### src/rtl/core/bdss_pkg.sv
// Shared constants for the block distortion (SAD/SSE) unit.
// No dependencies; used by bdss_term and block_distortion_sad_sse_unit.
package bdss_pkg;

    // Widths fixed by the port and register map
    localparam int SAMPLE_PORT_BITS = 16;
    localparam int DIST_BITS        = 48;
    localparam int DIM_BITS         = 7;
    localparam int LIMIT_BITS       = 31;
    localparam int CODE_BITS        = 32;

    // APB map: 32-bit registers on word addresses
    localparam int APB_DATA_BITS = 32;
    localparam int APB_ADDR_BITS = 5;
    localparam int REG_IDX_BITS  = 3;

    // Register indexes
    localparam logic [REG_IDX_BITS-1:0] REG_METRIC_SELECT = 3'd0;
    localparam logic [REG_IDX_BITS-1:0] REG_EARLY_EXIT    = 3'd1;
    localparam logic [REG_IDX_BITS-1:0] REG_EXIT_LIMIT    = 3'd2;
    localparam logic [REG_IDX_BITS-1:0] REG_CUR_WIDTH     = 3'd3;
    localparam logic [REG_IDX_BITS-1:0] REG_CUR_HEIGHT    = 3'd4;
    localparam logic [REG_IDX_BITS-1:0] REG_REF_WIDTH     = 3'd5;
    localparam logic [REG_IDX_BITS-1:0] REG_REF_HEIGHT    = 3'd6;

    // Reset dimension and size-mismatch error code
    localparam logic [DIM_BITS-1:0]  DIM_RESET     = 7'd16;
    localparam logic [CODE_BITS-1:0] MISMATCH_CODE = 32'd10000000;

endpackage

### src/rtl/core/bdss_term.sv
// Sample input register and per-pair error term stage (|cur-ref| or its square).
// Depends on bdss_pkg for the sample port width.
module bdss_term #(
    parameter int SAMPLE_BITS = 16,
    localparam int TERM_BITS  = 2 * SAMPLE_BITS + 1
) (
    input  logic                                  i_clk,
    input  logic                                  i_rst_n,
    input  logic                                  i_valid,
    output logic                                  o_ready,
    input  logic [bdss_pkg::SAMPLE_PORT_BITS-1:0] i_cur_sample,
    input  logic [bdss_pkg::SAMPLE_PORT_BITS-1:0] i_ref_sample,
    input  logic                                  i_last_pair,
    input  logic                                  i_metric_sse,
    output logic                                  o_t_valid,
    input  logic                                  i_t_ready,
    output logic                                  o_t_last,
    output logic [TERM_BITS-1:0]                  o_term
);

    logic                   r_in_vld;
    logic [SAMPLE_BITS-1:0] r_cur;
    logic [SAMPLE_BITS-1:0] r_ref;
    logic                   r_in_last;
    logic                   r_t_vld;
    logic                   r_t_last;
    logic [TERM_BITS-1:0]   r_term;

    logic signed [SAMPLE_BITS:0]     diff;
    logic        [SAMPLE_BITS:0]     mag;
    logic        [2*SAMPLE_BITS+1:0] sq;
    logic        [TERM_BITS-1:0]     n_term;
    logic                            in_move;
    logic                            accept;

    // handshake: input stage moves on when the term stage is empty or draining
    assign in_move = r_in_vld && (!r_t_vld || i_t_ready);
    assign o_ready = !r_in_vld || !r_t_vld || i_t_ready;
    assign accept  = i_valid && o_ready;

    // difference, magnitude, optional square
    always_comb begin
        diff   = $signed({r_cur[SAMPLE_BITS-1], r_cur}) - $signed({r_ref[SAMPLE_BITS-1], r_ref});
        mag    = diff[SAMPLE_BITS] ? (SAMPLE_BITS+1)'(-diff) : (SAMPLE_BITS+1)'(diff);
        sq     = mag * mag;
        n_term = i_metric_sse ? TERM_BITS'(sq) : TERM_BITS'(mag);
    end

    // input register control
    always_ff @(posedge i_clk) begin
        if (!i_rst_n) begin
            r_in_vld <= 1'b0;
        end else if (accept) begin
            r_in_vld <= 1'b1;
        end else if (in_move) begin
            r_in_vld <= 1'b0;
        end
    end

    // input register payload
    always_ff @(posedge i_clk) begin
        if (accept) begin
            r_cur     <= i_cur_sample[SAMPLE_BITS-1:0];
            r_ref     <= i_ref_sample[SAMPLE_BITS-1:0];
            r_in_last <= i_last_pair;
        end
    end

    // term register control
    always_ff @(posedge i_clk) begin
        if (!i_rst_n) begin
            r_t_vld <= 1'b0;
        end else if (in_move) begin
            r_t_vld <= 1'b1;
        end else if (i_t_ready) begin
            r_t_vld <= 1'b0;
        end
    end

    // term register payload
    always_ff @(posedge i_clk) begin
        if (in_move) begin
            r_term   <= n_term;
            r_t_last <= r_in_last;
        end
    end

    assign o_t_valid = r_t_vld;
    assign o_t_last  = r_t_last;
    assign o_term    = r_term;

endmodule

### src/rtl/core/block_distortion_sad_sse_unit.sv
// Block distortion unit: SAD/SSE accumulation with early exit, APB registers.
// Depends on bdss_pkg and bdss_term.
//
//   channel   handshake               payload
//   -------   ---------------------   ---------------------------------------------
//   pairs in  i_valid / o_ready       i_cur_sample, i_ref_sample, i_last_pair
//   result    o_valid / i_ready       o_distortion, o_exited_early, o_size_mismatch
//   config    psel/penable/pwrite     paddr, pwdata, prdata, pready (always high)
//
// One pair per cycle while no result is stalled. A pair goes through the input
// register, then the term register, then the result register that presents its result.
// The per-cycle loop is the saturating add and limit compare on r_sum.
// Synchronous active-low reset clears the sum, the finished flag, the valid flags
// and resets the config registers. A stalled result only holds pairs that emit one.
module block_distortion_sad_sse_unit #(
    parameter int SAMPLE_BITS = 16,
    parameter int SUM_BITS    = 48
) (
    input  logic                                 i_clk,
    input  logic                                 i_rst_n,
    // sample pairs
    input  logic                                 i_valid,
    output logic                                 o_ready,
    input  logic [bdss_pkg::SAMPLE_PORT_BITS-1:0] i_cur_sample,
    input  logic [bdss_pkg::SAMPLE_PORT_BITS-1:0] i_ref_sample,
    input  logic                                 i_last_pair,
    // results
    output logic                                 o_valid,
    input  logic                                 i_ready,
    output logic [bdss_pkg::DIST_BITS-1:0]       o_distortion,
    output logic                                 o_exited_early,
    output logic                                 o_size_mismatch,
    // configuration
    input  logic                                 psel,
    input  logic                                 penable,
    input  logic                                 pwrite,
    input  logic [bdss_pkg::APB_ADDR_BITS-1:0]   paddr,
    input  logic [bdss_pkg::APB_DATA_BITS-1:0]   pwdata,
    output logic [bdss_pkg::APB_DATA_BITS-1:0]   prdata,
    output logic                                 pready
);

    localparam int TERM_BITS = 2 * SAMPLE_BITS + 1;
    localparam int ADD_BITS  = ((SUM_BITS > TERM_BITS) ? SUM_BITS : TERM_BITS) + 1;

    // configuration registers
    logic                              r_metric;
    logic                              r_early_en;
    logic [bdss_pkg::LIMIT_BITS-1:0]   r_limit;
    logic [bdss_pkg::DIM_BITS-1:0]     r_cur_w;
    logic [bdss_pkg::DIM_BITS-1:0]     r_cur_h;
    logic [bdss_pkg::DIM_BITS-1:0]     r_ref_w;
    logic [bdss_pkg::DIM_BITS-1:0]     r_ref_h;

    // accumulation state
    logic [SUM_BITS-1:0]               r_sum;
    logic                              r_fin;
    logic [SUM_BITS-1:0]               n_sum;
    logic                              n_fin;

    // result register
    logic                              r_o_vld;
    logic [bdss_pkg::DIST_BITS-1:0]    r_dist;
    logic                              r_early;
    logic                              r_mism;
    logic [bdss_pkg::DIST_BITS-1:0]    n_dist;
    logic                              n_early;
    logic                              n_mism;

    // term stage interface
    logic                              t_valid;
    logic                              t_ready;
    logic                              t_last;
    logic [TERM_BITS-1:0]              t_term;

    logic [bdss_pkg::REG_IDX_BITS-1:0] reg_idx;
    logic                              cfg_wr;
    logic                              mismatch;
    logic [ADD_BITS-1:0]               sum_wide;
    logic [SUM_BITS-1:0]               sum_sat;
    logic [bdss_pkg::CODE_BITS-1:0]    code;
    logic                              emit;
    logic                              out_free;
    logic                              t_move;

    bdss_term #(
        .SAMPLE_BITS(SAMPLE_BITS)
    ) u_term (
        .i_clk        (i_clk),
        .i_rst_n      (i_rst_n),
        .i_valid      (i_valid),
        .o_ready      (o_ready),
        .i_cur_sample (i_cur_sample),
        .i_ref_sample (i_ref_sample),
        .i_last_pair  (i_last_pair),
        .i_metric_sse (r_metric),
        .o_t_valid    (t_valid),
        .i_t_ready    (t_ready),
        .o_t_last     (t_last),
        .o_term       (t_term)
    );

    // APB decode
    assign reg_idx = paddr[bdss_pkg::APB_ADDR_BITS-1:2];
    assign cfg_wr  = psel && penable && pwrite;
    assign pready  = 1'b1;

    always_ff @(posedge i_clk) begin
        if (!i_rst_n) begin
            r_metric   <= 1'b0;
            r_early_en <= 1'b0;
            r_limit    <= '0;
            r_cur_w    <= bdss_pkg::DIM_RESET;
            r_cur_h    <= bdss_pkg::DIM_RESET;
            r_ref_w    <= bdss_pkg::DIM_RESET;
            r_ref_h    <= bdss_pkg::DIM_RESET;
        end else if (cfg_wr) begin
            case (reg_idx)
                bdss_pkg::REG_METRIC_SELECT: r_metric   <= pwdata[0];
                bdss_pkg::REG_EARLY_EXIT:    r_early_en <= pwdata[0];
                bdss_pkg::REG_EXIT_LIMIT:    r_limit    <= pwdata[bdss_pkg::LIMIT_BITS-1:0];
                bdss_pkg::REG_CUR_WIDTH:     r_cur_w    <= pwdata[bdss_pkg::DIM_BITS-1:0];
                bdss_pkg::REG_CUR_HEIGHT:    r_cur_h    <= pwdata[bdss_pkg::DIM_BITS-1:0];
                bdss_pkg::REG_REF_WIDTH:     r_ref_w    <= pwdata[bdss_pkg::DIM_BITS-1:0];
                bdss_pkg::REG_REF_HEIGHT:    r_ref_h    <= pwdata[bdss_pkg::DIM_BITS-1:0];
                default: ;
            endcase
        end
    end

    // register read-back
    always_comb begin
        case (reg_idx)
            bdss_pkg::REG_METRIC_SELECT: prdata = bdss_pkg::APB_DATA_BITS'(r_metric);
            bdss_pkg::REG_EARLY_EXIT:    prdata = bdss_pkg::APB_DATA_BITS'(r_early_en);
            bdss_pkg::REG_EXIT_LIMIT:    prdata = bdss_pkg::APB_DATA_BITS'(r_limit);
            bdss_pkg::REG_CUR_WIDTH:     prdata = bdss_pkg::APB_DATA_BITS'(r_cur_w);
            bdss_pkg::REG_CUR_HEIGHT:    prdata = bdss_pkg::APB_DATA_BITS'(r_cur_h);
            bdss_pkg::REG_REF_WIDTH:     prdata = bdss_pkg::APB_DATA_BITS'(r_ref_w);
            bdss_pkg::REG_REF_HEIGHT:    prdata = bdss_pkg::APB_DATA_BITS'(r_ref_h);
            default:                     prdata = '0;
        endcase
    end

    // saturating accumulate and mismatch code (limit + code stays below 2^32)
    assign mismatch = (r_cur_w != r_ref_w) || (r_cur_h != r_ref_h);
    assign sum_wide = ADD_BITS'(r_sum) + ADD_BITS'(t_term);
    assign sum_sat  = (sum_wide[ADD_BITS-1:SUM_BITS] != '0) ? '1 : sum_wide[SUM_BITS-1:0];
    assign code     = r_early_en ? (bdss_pkg::CODE_BITS'(r_limit) + bdss_pkg::MISMATCH_CODE)
                                 : bdss_pkg::MISMATCH_CODE;

    // per-pair decision
    always_comb begin
        n_sum   = r_sum;
        n_fin   = r_fin;
        emit    = 1'b0;
        n_dist  = bdss_pkg::DIST_BITS'(sum_sat);
        n_early = 1'b0;
        n_mism  = 1'b0;
        if (mismatch) begin
            n_dist = bdss_pkg::DIST_BITS'(code);
            n_mism = 1'b1;
            if (t_last) begin
                emit  = 1'b1;
                n_sum = '0;
                n_fin = 1'b0;
            end
        end else if (r_fin) begin
            if (t_last) begin
                n_sum = '0;
                n_fin = 1'b0;
            end
        end else if (r_early_en && (sum_sat > SUM_BITS'(r_limit))) begin
            emit = 1'b1;
            if (t_last) begin
                n_sum = '0;
                n_fin = 1'b0;
            end else begin
                n_sum   = sum_sat;
                n_fin   = 1'b1;
                n_early = 1'b1;
            end
        end else if (t_last) begin
            emit  = 1'b1;
            n_sum = '0;
            n_fin = 1'b0;
        end else begin
            n_sum = sum_sat;
        end
    end

    // a pair that emits waits for room in the result register
    assign out_free = !r_o_vld || i_ready;
    assign t_ready  = !emit || out_free;
    assign t_move   = t_valid && t_ready;

    always_ff @(posedge i_clk) begin
        if (!i_rst_n) begin
            r_sum <= '0;
            r_fin <= 1'b0;
        end else if (t_move) begin
            r_sum <= n_sum;
            r_fin <= n_fin;
        end
    end

    // result register control
    always_ff @(posedge i_clk) begin
        if (!i_rst_n) begin
            r_o_vld <= 1'b0;
        end else if (t_move && emit) begin
            r_o_vld <= 1'b1;
        end else if (i_ready) begin
            r_o_vld <= 1'b0;
        end
    end

    // result register payload
    always_ff @(posedge i_clk) begin
        if (t_move && emit) begin
            r_dist  <= n_dist;
            r_early <= n_early;
            r_mism  <= n_mism;
        end
    end

    assign o_valid         = r_o_vld;
    assign o_distortion    = r_dist;
    assign o_exited_early  = r_early;
    assign o_size_mismatch = r_mism;

endmodule

### config.mk
export PLATFORM = sky130hd
export DESIGN_NAME = block_distortion_sad_sse_unit
export DESIGN_NICKNAME = d
export VERILOG_FILES = /design/src/rtl/core/bdss_pkg.sv /design/src/rtl/core/bdss_term.sv /design/src/rtl/core/block_distortion_sad_sse_unit.sv
export SDC_FILE = /design/constraint.sdc
export NUM_CORES = 1
export LEC_CHECK = 0
export ABC_CLOCK_PERIOD_IN_PS = 9650
export CORE_UTILIZATION = 60
export DETAILED_ROUTE_END_ITERATION = 7
export DONT_BUFFER_PORTS = 1
export PLACE_DENSITY = 0.79
export REMOVE_ABC_BUFFERS = 1
export SYNTH_ARGS = -nofsm -noshare
export SYNTH_HDL_FRONTEND = slang
export SYNTH_SLANG_ARGS = --single-unit
### constraint.sdc
create_clock -name i_clk -period 9.65 [get_ports i_clk]
set_input_delay 0.4825 -clock i_clk [delete_from_list [all_inputs] [get_ports i_clk]]
set_output_delay 0.4825 -clock i_clk [all_outputs]
set_load 0.01 [all_outputs]
Yosys cells after proc, flatten, opt, wreduce, memory -nomap -nowiden
Index checks and enable logic that the tools add are counted.

storage, ports and cells
  register bits after elaboration = 230
  input bits = 77
  output and inout bits = 85
  logic and storage cells = 93

operators by class
  add/subtract/negate cells = 4
  $mul = 1
  order comparisons = 1
  eq/ne operators = 9
  multiplexer cells = 26
  reduce and logical (&&, ||, !) cells = 30

operator list
  cell                      number
  $mux W48                  5
  $pmux W31 S7              1
  $mux W32                  2
  $add A48 B33 Y49          1
  $gt A48 B31 Y1            1
  $mux W17                  2
  $mul A17 B17 Y33          1
  $add A31 B24 Y32 const B  1
  $neg A17 Y17              1
  $sub A16 B16 Y17          1
  $mux W1                   16
  $reduce_and A2 Y1         8
  $ne A7 B7 Y1              2
  $eq A3 B3 Y1 const B      3
  $logic_and A1 B1 Y1       7
  $eq A3 B2 Y1 const B      2
  $logic_or A1 B1 Y1        6
  $reduce_bool A2 Y1        3
  $logic_not A1 Y1          4
  $eq A3 B1 Y1 const B      1
  $logic_not A3 Y1          1
  $ne A2 B1 Y1 const B      1
  $reduce_or A2 Y1          1

Longest topological paths before layout
  depth in word-level cells = 13
  mapped depth = 45
  mapped depth without buffers = 41

By module
A second synthesis with hierarchy kept.

second synthesis, totals
  cells, all modules = 2505
  area, all modules = 22439.0 µm²

by module, submodules not included
  module                         instances  cells each  area each (µm²)  sequential area each (µm²)
  bdss_term                      1          1238        11820.1          2052.0
  block_distortion_sad_sse_unit  1          1267        10618.9          3723.6

Worst setup path before layout
No wires, ideal clock.

  path type = reg2reg
  start point = register u_term.r_ref[0]
  end point = register u_term.r_term[32], in the netlist u_term.o_term[32] (data pin)
  setup time = 255 ps
  arrival time = 9371 ps
  required time = 9395 ps
  slack = 24 ps
  stages on the path, launching flop included = 36
  buffers on the path = 0
  period minus slack after synthesis = 9626 ps
  cell sequence = edfxtp_1 -> ha_1 -> fa_1 -> nor2b_1 -> o21ai_1 -> a21boi_1 -> nor2_1 -> or4_1 -> or4_4 -> nor4_1 -> a21boi_0 -> xor2_1 -> clkinv_1 -> nand2_1 -> inv_1 -> ha_1 -> inv_1 -> fa_1 -> inv_1 -> fa_1 -> fa_1 -> fa_1 -> inv_1 -> fa_1 -> inv_1 -> ha_1 -> or4_1 -> o21a_1 -> a41o_1 -> o41ai_1 -> o211ai_1 -> nor4_1 -> nor3_1 -> a31oi_1 -> xnor2_1 -> and2_1

between the ends
  word-level cells in the longest chain between the ends = 4

ends and longest elaborated chain
  item                    RTL line         text
  from (decl)             bdss_term.sv:23  logic [SAMPLE_BITS-1:0] r_ref;
  from (signal assigned)  bdss_term.sv:64  r_ref <= i_ref_sample[SAMPLE_BITS-1:0];
  $sub A16 B16 Y17 *      bdss_term.sv:43  diff = $signed({r_cur[SAMPLE_BITS-1], r_cur}) - $signed({r_ref[SAMPLE_BITS-1], r_ref});
  $neg A17 Y17            bdss_term.sv:44  mag = diff[SAMPLE_BITS] ? (SAMPLE_BITS+1)'(-diff) : (SAMPLE_BITS+1)'(diff);
  $mux W17 *              bdss_term.sv:44
  $mul A17 B17 Y33 *      bdss_term.sv:45  sq = mag * mag;
  to (signal assigned)    bdss_term.sv:83  r_term <= n_term;
  to (decl)               bdss_term.sv:27  logic [TERM_BITS-1:0] r_term;

Mark *: on every way between the ends. The rest lies on a longest branch, timed or not.
A chain may end at the register's enable or synchronous reset.

Worst setup path after layout
Ends and elaborated chain as after synthesis.

==> metrics.txt <==
result of the run finished with violations; failing checks setup timing; DIE AREA 36550 um^2; Detailed Place HPWL 39520 um; clock sinks 230; Die Width 191.2 um; Crit-path slowest cell fa_1; Clock Path Buffers 3; Yosys top cell area share 18.09%; Least-Margin Pin Slew 1.192 ns; CP max FO 9; Max Cap Viol 0; first-pass GRT wire length 83520 um; clk_skew 0.01789 ns; YS warnings 0; cell area after technology mapping 21470 um^2; XOR/XNOR Fraction of Synth Area 5.262%; input/output buffers 0; GPL Wtd Cong 0.9248; fraction of registers with async set/reset 0%; design area 23590 um^2; CTS tree built; Final WS setup -0.07131 ns; EDFF count, synth 117; class of the worst hold path input port to flop; Clk Latency, worst-skew pair 0.55 ns; WS Path Type flop to flop; vias in the first global route 17270; Most used DFF post-synth edfxtp_1; Peak Freq 102.9 MHz; Period Utilization, post-route 100.7%; CP arrival 10.03 ns; H-tree depth 1; vias per inst 5.890; Die H 191.2 um; CTS buffer count 27; Vias 16940; final core occ 67.64%; mux contribution to synthesized area 1.702%; post-synthesis sequential area ratio 26.90%; #FFs+latches synth 230; GRT Total Usage 28.30%; gr ovfl total 0; initial antenna violation count 0; min-delay src i_last_pair; CP Launch Type flop; Rows 68; Gate Count Post-Synth 2367; Hold Violations, Final 0; post-synth cell types 85; P&R area growth vs syn 9.883%; placed inst area 22230 um^2; combinational family with the most area after synthesis adder cells; antenna-violating nets left 0; number of remaining DRC errors 0; Pre-antenna DRT Iters 6; Initial Util 61.55%; Nets 2856; Syn Area/Cell 9.071 um^2; CTS clk-pin slew, worst paths 0.06 ns; Compound-Gate Fraction of Synth Area 14.19%; fin crit period 9.721 ns; slew margin rel. 20.56%; RSZ-0062 raised after global routing yes; I/O pins 162; Synth Area in Simple Gates 14.74%; CTS root buf clkbuf_16; Worst Setup SP u_term.r_ref[0]$_DFFE_PP_; post-synth top area cell fa_1; ant diodes 0; Synth area leaders fa_1 18%, edfxtp_1 16%, ha_1 11%, dfxtp_1 11%, inv_1 6.5%; Core Box Area 34880 um^2; share of cells above drive strength 1 9.335%; worst flop-to-flop path startpoint u_term.r_ref[0]$_DFFE_PP_; final wirelength 51320 um; largest net degree at the start of global routing 70; DR WL/cell 17.84 um; Adder-Cell Fraction of Synth Area 28.87%; Slew Viols, Final 0; DRT iter0 DRCs 1111; Worst EP required 9.96 ns; CP endpoint kind flop; # setup viols final 1; CP peak stage delay 0.56 ns
[cell usage in the layout, fill, tap and decap left out, types with 16 or more instances in the layout]
cell / n
inv_1: 356
nand2_1: 230
fa_1: 189
nor2_1: 186
ha_1: 177
edfxtp_1: 117
dfxtp_1: 113
a21oi_1: 94
xnor2_1: 85
o21ai_0: 76
buf_4: 72
nor3_1: 44
nor2b_1: 43
nand3_1: 38
a21boi_0: 38
xor2_1: 37
o2bb2ai_1: 37
mux2i_1: 32
clkbuf_16: 27
a21o_1: 24
and2_1: 19
o22ai_1: 18
nand2b_1: 18
o21a_1: 18
a211oi_1: 16
inv_2: 16
[cell type report]
type,count,area [um^2]
clock buffers,38,747.0
clock inverters,12,128.9
fillers,2664,11290
inverters,378,1419
multi-input cells,1686,14350
flip-flops and latches,230,5776
well taps,455,569.3
repair buffers,77,603.1
[layer usage]
layer  up-vias  GRT usage, %  part of all wire, %
met5         -             0                    0
met1      8137         36.98                   42
li1       7979             -                    -
met3       131         3.580                  6.9
met2       692         48.40                   47
met4         0         9.554                  3.2
[cells by family after synthesis]
family / Yosys count
AND/OR/NAND/NOR: 685
flip-flops: 230
AO/OA/AOI/OAI: 444
multiplexers: 35
buffers and inverters: 463
XOR/XNOR: 129
other: 2
adder cells (fa/ha/maj): 379
[state kept, by name (all words and copies together) (netlist names), 7 cells and up]
signal,cells
o_distortion,48
r_cur_h,7
r_cur_w,7
r_limit,31
r_ref_h,7
r_ref_w,7
r_sum,48
u_term.o_term,33
u_term.r_cur,16
u_term.r_ref,16
[final timing paths]
check | endpoint | slack [ns] | cells past startpoint
worst min register to register | u_term.o_t_last$_DFFE_PP_ | 0.44 | 0
worst min-delay path | u_term.r_in_last$_DFFE_PP_ | 0.03 | 0
worst max register to register | u_term.o_term[32]$_SDFFCE_PN0P_ | -0.07 | 39
worst max-delay path | u_term.o_term[32]$_SDFFCE_PN0P_ | -0.07 | 39
[metrics by stage]
stage / setup slack [ns] / TNS [ns] / hold slack, ns / instances
detailed placement: -0.1452 / -0.1452 / 0.4073 / 2809
global placement: 0.02442 / 0 / 0.4062 / 2809
floorplan: 0.02232 / 0 / 0.4003 / 2294
CTS: 0.01457 / 0 / 0.008328 / 2861
finish: -0.07131 / -0.07131 / 0.02504 / 2876
global route: -0.4890 / -1.295 / 0.01253 / 2876
[cell usage after synthesis (6+ instances only)]
master,n
nor3_1,46
nand2_1,238
or3_1,8
nor2b_1,46
a21boi_0,39
o21bai_1,12
o31ai_1,11
xnor2_1,87
a221oi_1,13
mux2i_1,32
and3_1,12
dfxtp_1,113
a21oi_1,99
ha_1,185
edfxtp_1,117
a211oi_1,16
nor3b_1,8
and2_1,19
o2bb2ai_1,37
nand2b_1,19
a21o_1,24
o22ai_1,18
fa_1,194
o211ai_1,9
nand3_1,39
o21ai_0,78
clkinv_1,8
xor2_1,42
nor4_1,11
and4_1,6
clkbuf_1,72
nor2_1,197
o21a_1,18
inv_1,369
nand4_1,15
a22o_1,6
a31oi_1,11
[critical path, delay by kind of cell, from the launching register on]
kind,cells,cell delay [ns]
buffers and inverters,9,0.80
adders and majority gates,9,3.75
xor gates and xnor gates,2,0.18
DFF,1,0.41
AOI/OAI and AO/OA,10,2.17
and+or+nand+nor,9,2.15
[repair_timing]
action                                  CTS  global route
endpoints found under the hold margin     3             0
buffers inserted                          0            15
resized for setup                         3            87
pin swaps                                 0            52
endpoints found under the setup margin    2            10
hold buffers                              2             0
Power is left out: the tool's default activity adds up to more than one toggle a clock period on the data nets, which glitch-free logic cannot reach.
